===== src/design/lzssd_pkg.sv =====
`timescale 1ns / 1ps
`default_nettype none

package lzssd_pkg;

    localparam int WINDOW_DEPTH_DEF = 4096;
    localparam int BYTE_W           = 8;
    localparam int LEN_W            = 24;
    localparam int HDR_CNT_W        = 2;
    localparam int FLAG_CNT_W       = 4;
    localparam int COPY_CNT_W       = 5;

    localparam logic [BYTE_W-1:0]     MODE_LZSS   = 8'h20;
    localparam logic [BYTE_W-1:0]     MODE_STORED = 8'h00;
    localparam logic [COPY_CNT_W-1:0] MIN_MATCH   = 5'd3;
    localparam logic [HDR_CNT_W-1:0]  HDR_MODE    = 2'd3;
    localparam logic [FLAG_CNT_W-1:0] FLAG_BITS   = 4'd8;

    typedef struct packed {
        logic start_load;
        logic hdr_load;
        logic hdr_final;
        logic flag_load;
        logic lit;
        logic stored;
        logic low_load;
        logic match_load;
        logic copy_rd;
        logic copy_wr;
        logic item_done;
        logic emit_empty;
        logic empty_bad;
    } lzssd_cmd_t;

    typedef struct packed {
        logic out_free;
        logic hdr_last;
        logic rem_zero;
        logic rem_one;
        logic flag_lsb;
        logic bits_last;
        logic copy_last;
        logic mode_lzss;
        logic mode_stored;
    } lzssd_sts_t;

endpackage

`default_nettype wire


===== src/design/lzssd_ctrl.sv =====
`timescale 1ns / 1ps
`default_nettype none

module lzssd_ctrl (
    input  wire                   clk,
    input  wire                   rst_n,
    input  wire                   s_tvalid,
    input  wire                   entity_start,
    input  lzssd_pkg::lzssd_sts_t sts,
    output lzssd_pkg::lzssd_cmd_t cmd,
    output logic                  s_tready
);
    import lzssd_pkg::*;

    typedef enum logic [7:0] {
        S_WAIT     = 8'b0000_0001,
        S_HEADER   = 8'b0000_0010,
        S_FLAG     = 8'b0000_0100,
        S_DATA     = 8'b0000_1000,
        S_MATCH_HI = 8'b0001_0000,
        S_STORED   = 8'b0010_0000,
        S_COPY_RD  = 8'b0100_0000,
        S_COPY_WR  = 8'b1000_0000
    } lzssd_state_t;

    lzssd_state_t state_reg;
    lzssd_state_t state_next;
    lzssd_state_t after_item;
    logic         in_phase;
    logic         acc;

    assign in_phase = (state_reg != S_COPY_RD) && (state_reg != S_COPY_WR);
    assign s_tready = in_phase && sts.out_free;
    assign acc      = s_tvalid && s_tready;

    always_comb
    begin
        if (sts.rem_one)
            after_item = S_WAIT;
        else if (sts.bits_last)
            after_item = S_FLAG;
        else
            after_item = S_DATA;
    end

    always_comb
    begin
        cmd        = '0;
        state_next = state_reg;
        if (acc && entity_start)
        begin
            cmd.start_load = 1'b1;
            state_next     = S_HEADER;
        end
        else
        begin
            case (state_reg)
                S_WAIT:
                begin
                end
                S_HEADER:
                begin
                    if (acc)
                    begin
                        if (!sts.hdr_last)
                            cmd.hdr_load = 1'b1;
                        else
                        begin
                            cmd.hdr_final = 1'b1;
                            if (!sts.mode_lzss && !sts.mode_stored)
                            begin
                                cmd.emit_empty = 1'b1;
                                cmd.empty_bad  = 1'b1;
                                state_next     = S_WAIT;
                            end
                            else if (sts.rem_zero)
                            begin
                                cmd.emit_empty = 1'b1;
                                state_next     = S_WAIT;
                            end
                            else if (sts.mode_lzss)
                                state_next = S_FLAG;
                            else
                                state_next = S_STORED;
                        end
                    end
                end
                S_STORED:
                begin
                    if (acc)
                    begin
                        cmd.stored = 1'b1;
                        if (sts.rem_one)
                            state_next = S_WAIT;
                    end
                end
                S_FLAG:
                begin
                    if (acc)
                    begin
                        cmd.flag_load = 1'b1;
                        state_next    = S_DATA;
                    end
                end
                S_DATA:
                begin
                    if (acc)
                    begin
                        if (sts.flag_lsb)
                        begin
                            cmd.lit       = 1'b1;
                            cmd.item_done = 1'b1;
                            state_next    = after_item;
                        end
                        else
                        begin
                            cmd.low_load = 1'b1;
                            state_next   = S_MATCH_HI;
                        end
                    end
                end
                S_MATCH_HI:
                begin
                    if (acc)
                    begin
                        cmd.match_load = 1'b1;
                        state_next     = S_COPY_RD;
                    end
                end
                S_COPY_RD:
                begin
                    cmd.copy_rd = 1'b1;
                    state_next  = S_COPY_WR;
                end
                S_COPY_WR:
                begin
                    if (sts.out_free)
                    begin
                        cmd.copy_wr = 1'b1;
                        if (sts.copy_last || sts.rem_one)
                        begin
                            cmd.item_done = 1'b1;
                            state_next    = after_item;
                        end
                        else
                            state_next = S_COPY_RD;
                    end
                end
                default:
                begin
                    state_next = S_WAIT;
                end
            endcase
        end
    end

    always_ff @(posedge clk or negedge rst_n)
    begin
        if (!rst_n)
            state_reg <= S_WAIT;
        else
            state_reg <= state_next;
    end

endmodule

`default_nettype wire


===== config.mk =====
export PLATFORM = sky130hd
export DESIGN_NAME = lzssd_ctrl
export DESIGN_NICKNAME = d
export VERILOG_FILES = /design/src/design/lzssd_pkg.sv /design/src/design/lzssd_ctrl.sv
export SDC_FILE = /design/constraint.sdc
export NUM_CORES = 1
export LEC_CHECK = 0
export BUFFER_PORTS_ARGS = -buffer_cell sky130_fd_sc_hd__clkbuf_2
export CORE_UTILIZATION = 30
export CTS_CLUSTER_SIZE = 16
export DETAILED_ROUTE_END_ITERATION = 10
export GPL_TIMING_DRIVEN = 1
export MAX_ROUTING_LAYER = met4
export PLACE_DENSITY = 0.48
export RECOVER_POWER = 25
export SETUP_SLACK_MARGIN = 0.5
export SKIP_CTS_REPAIR_TIMING = 1
export SYNTH_ARGS = -nofsm -noshare
export SYNTH_HDL_FRONTEND = slang
export SYNTH_SLANG_ARGS = --single-unit
export TNS_END_PERCENT = 10

===== constraint.sdc =====
create_clock -name clk -period 3.49 [get_ports clk]
set_input_delay 0.698 -clock clk [delete_from_list [all_inputs] [get_ports clk]]
set_output_delay 0.698 -clock clk [all_outputs]
set_load 0.03 [all_outputs]

Yosys cells after proc, flatten, opt, wreduce, memory -nomap -nowiden --
Index checks and enable logic that the tools add are counted.
Word-level totals: register bits 8, input port bits 13, output and inout bits 14, word-level logic and storage cells 73
Cells by class: equal/unequal tests 19, multiplexer cells 44, reductions and logical operators 9
Operators with widths (count):
- 8-bit two-way mux | 14
- 8-bit case mux with 8 select lines | 1
- 3-bit inequality test, second input constant | 8
- 1-bit two-way mux | 19
- 12-bit two-way mux | 1
- 2-bit two-way mux | 6
- 9-bit AND reduction | 1
- 8-bit by 1-bit equality test with 1-bit output, second input constant | 1
- 8-bit by 2-bit equality test with 1-bit output, second input constant | 1
- 8-bit by 3-bit equality test with 1-bit output, second input constant | 1
- 8-bit by 4-bit equality test with 1-bit output, second input constant | 1
- 8-bit by 5-bit equality test with 1-bit output, second input constant | 1
- 8-bit by 6-bit equality test with 1-bit output, second input constant | 1
- 8-bit by 7-bit equality test with 1-bit output, second input constant | 1
- 8-bit equality test, second input constant | 1
- 8-bit by 7-bit inequality test with 1-bit output, second input constant | 1
- 8-bit inequality test, second input constant | 1
- 6-bit two-way mux | 1
- 1-bit logical AND | 5
- 4-bit two-way mux | 1
- 1-bit logical NOT | 2
- 2-bit inequality test, second input constant | 1
- 1-bit case mux with 2 select lines | 1
- 1-bit logical OR | 1

Depth between registers and ports, before layout --
depth after elaboration 7, depth in mapped cells 6, depth with buffers taken out 5

Least setup slack after synthesis --
OpenSTA, ideal clock, no wires.
path kind input to output, from input sts[8] (netlist bit), to output cmd[1] (netlist bit), arrival 2.080 ns, required time 2.792 ns, setup slack 0.712 ns, stages 5, buffers on the path 0, cells stage by stage inv_1 -> a311oi_2 -> nand2_1 -> or3_1 -> nor2b_1
RTL lines:
- start: declaration | RTL line lzssd_ctrl.sv:9 | input lzssd_pkg::lzssd_sts_t sts,
- end: declaration | RTL line lzssd_ctrl.sv:10 | output lzssd_pkg::lzssd_cmd_t cmd,

==> metrics.txt <==
gr usage total 17.6%; element type at the critical path end output pin; number of synthesized flops with an enable pin 0; Post-Syn Nets 109; CTS buffer count 3; r2r startpoint state_reg[0]; initial antenna violation count 0; Synth top area share 21.1%; Max-cap violations 0; maximum VDD drop 0.000257 V; CP peak stage delay 0.60 ns; wire length per cell 14.7 µm; WS Path Type reg2out; reg2reg setup slack 1.34 ns; share of cells above drive strength 1 42.2%; total clock sinks 8; max-slew violation count 0; commonest non-fill, non-tap cell in the layout clkbuf_2; Critical Path, Cell by Cell nor2_2 > a311oi_2 > nand2_2 > or3_1 > nor3_2 > clkbuf_2; top cells by area, synth dfrtp_1 21%, mux2_4 5.4%, nor4_4 5.1%, nor2b_1 4.5%, nand3_1 4.2%; skew final 0.00184 ns; Final TNS setup 0 ns; setup ws final 0.567 ns; reg2reg end state_reg[4]; Worst Hold Margin 0.362 ns; Nets 142; Die W 54.5 µm; Tot Pwr 361 µW; TritonCTS clock tree done; Worst setup SP type register; Syn Area/Cell 8.63 µm²; die area 0.00298 mm²; final setup vio count 0; number of synthesized register bits 8; Main synth FF type dfrtp_1; sequential element share of the synthesized area 24.3%; first-pass GRT wire length 3550 µm; FFs w/ async S/R, synth 100%; RSZ-0062 raised after global routing no; worst skew pair latency 0.25 ns; CTS root buf clkbuf_4; Routed Antenna Nets 0; Critical Path RT 2.79 ns; CP max-delay cell dfstp_2; # diodes 0; Syn Inst Count 96; # DRC 0; Max Clock Freq 0.342 GHz; P&R area growth vs syn 26.9%; DR pass1 iterations 4; Synth Warn # 0; FF-to-FF path depth 6; IO Count 27; Least-Margin Pin Slew 0.550 ns; Period minus WS final 2.92 ns; gpl congestion 0.809; Die Y 54.5 µm; largest net degree at the start of global routing 11; synth unique cells 44; number of H-tree levels 1; via count 841; Initial Util 32.5%; core box area 0.00254 mm²; Post-Route WL 2320 µm; Hold Path Class in2async; Reg clk slew, reported paths 0.06 ns; Place WS 0.595 ns; Fin. Hold Viols 0; Site Rows 18; mapped cell area 828 µm²; commonest non-fill, non-tap cells in the layout 24 x clkbuf_2, 9 x nor2_1, 8 x inv_1, 7 x nand3_1, 6 x nor2b_1; number of global-route vias before repair 723; gr ovfl total 0; Lkg Pwr 0.000470 µW; port bufs 26; drt via density 5.32; Final Cycle Share 83.8%; pwr/cell area 343 mW/mm²; dpl hpwl 1800 µm; Max clock buf depth 2; Slew HR 63.2%; Largest register FFs 8; post-synth top area cell dfrtp_1; status finished clean; maximum fanout along the worst path 7; Crit path arrival time 2.23 ns; initial DRC count 15
cell families (layout without fill, tap and decap cells):
group	count (synthesis)	in the layout	synth area share, %
buffers and inverters	11	43	5.59
and+or+nand+nor	50	50	39.3
AOI/OAI and AO/OA	20	20	20.8
DFF	8	8	24.3
muxes	5	5	7.85
xor gates and xnor gates	2	2	2.12
synthesized netlist by cell type, types with 3 or more instances:
library cell,n
nor2_1,9
inv_1,8
dfrtp_1,7
nand3_1,7
nor2b_1,6
nor3_1,5
a31oi_1,3
mux2_4,3
nand2_1,3
nand4_1,3
o21ai_0,3
critical path: cells and delay by family (launching register included):
| family | cells | cell delay, ns |
|---|---|---|
| AND/OR/NAND/NOR | 4 | 0.80 |
| AO/OA/AOI/OAI | 1 | 0.36 |
| buffers and inverters | 1 | 0.22 |
| flip-flops | 1 | 0.60 |
cell type report:
type                       instances  area (µm²)
tap                               30        37.5
inverter                           8        30.0
fill                             266        1490
timing repair buffer              31         169
sequential                         8         205
clock buffer                       4        26.3
multi-input combinational         77         583
through the flow:
stage / instance area [µm²] / std cells / util (%)
after floorplan: 828 / 96 / -
after global placement: 980 / 149 / 38.5
after detailed placement: 980 / 149 / 38.5
after CTS: 1010 / 153 / 39.5
after global routing: 1050 / 158 / 41.3
final: 1050 / 158 / 41.3
power breakdown:
part           leakage [µW]  internal [µW]  switching (µW)
clock             0.0000150           43.8            32.3
sequential         0.000103            105            21.6
combinational      0.000352           71.4            86.5
how the worst max path moves through the flow:
| stage | slack (ns) | from | end | cells after the start |
|---|---|---|---|---|
| floorplan | 0.71 | sts[8] | cmd[1] | 5 |
| global placement | 0.62 | sts[8] | cmd[1] | 7 |
| detailed placement | 0.59 | sts[8] | cmd[1] | 7 |
| CTS | 0.36 | state_reg[4] | cmd[1] | 5 |
| global route | 0.48 | state_reg[0] | cmd[1] | 6 |
| finish | 0.57 | state_reg[0] | cmd[0] | 6 |
metal layers:
| layer | vias to the layer above | share of wire [%] | global-route usage (%) |
|---|---|---|---|
| li1 | 421 | - | - |
| met1 | 402 | 49 | 25.6 |
| met2 | 16 | 47 | 25.6 |
| met3 | 2 | 2.9 | 0.833 |
| met4 | 0 | 0.52 | 6.41 |
| met5 | - | 0 | - |
(Power assumes the default switching activity.)
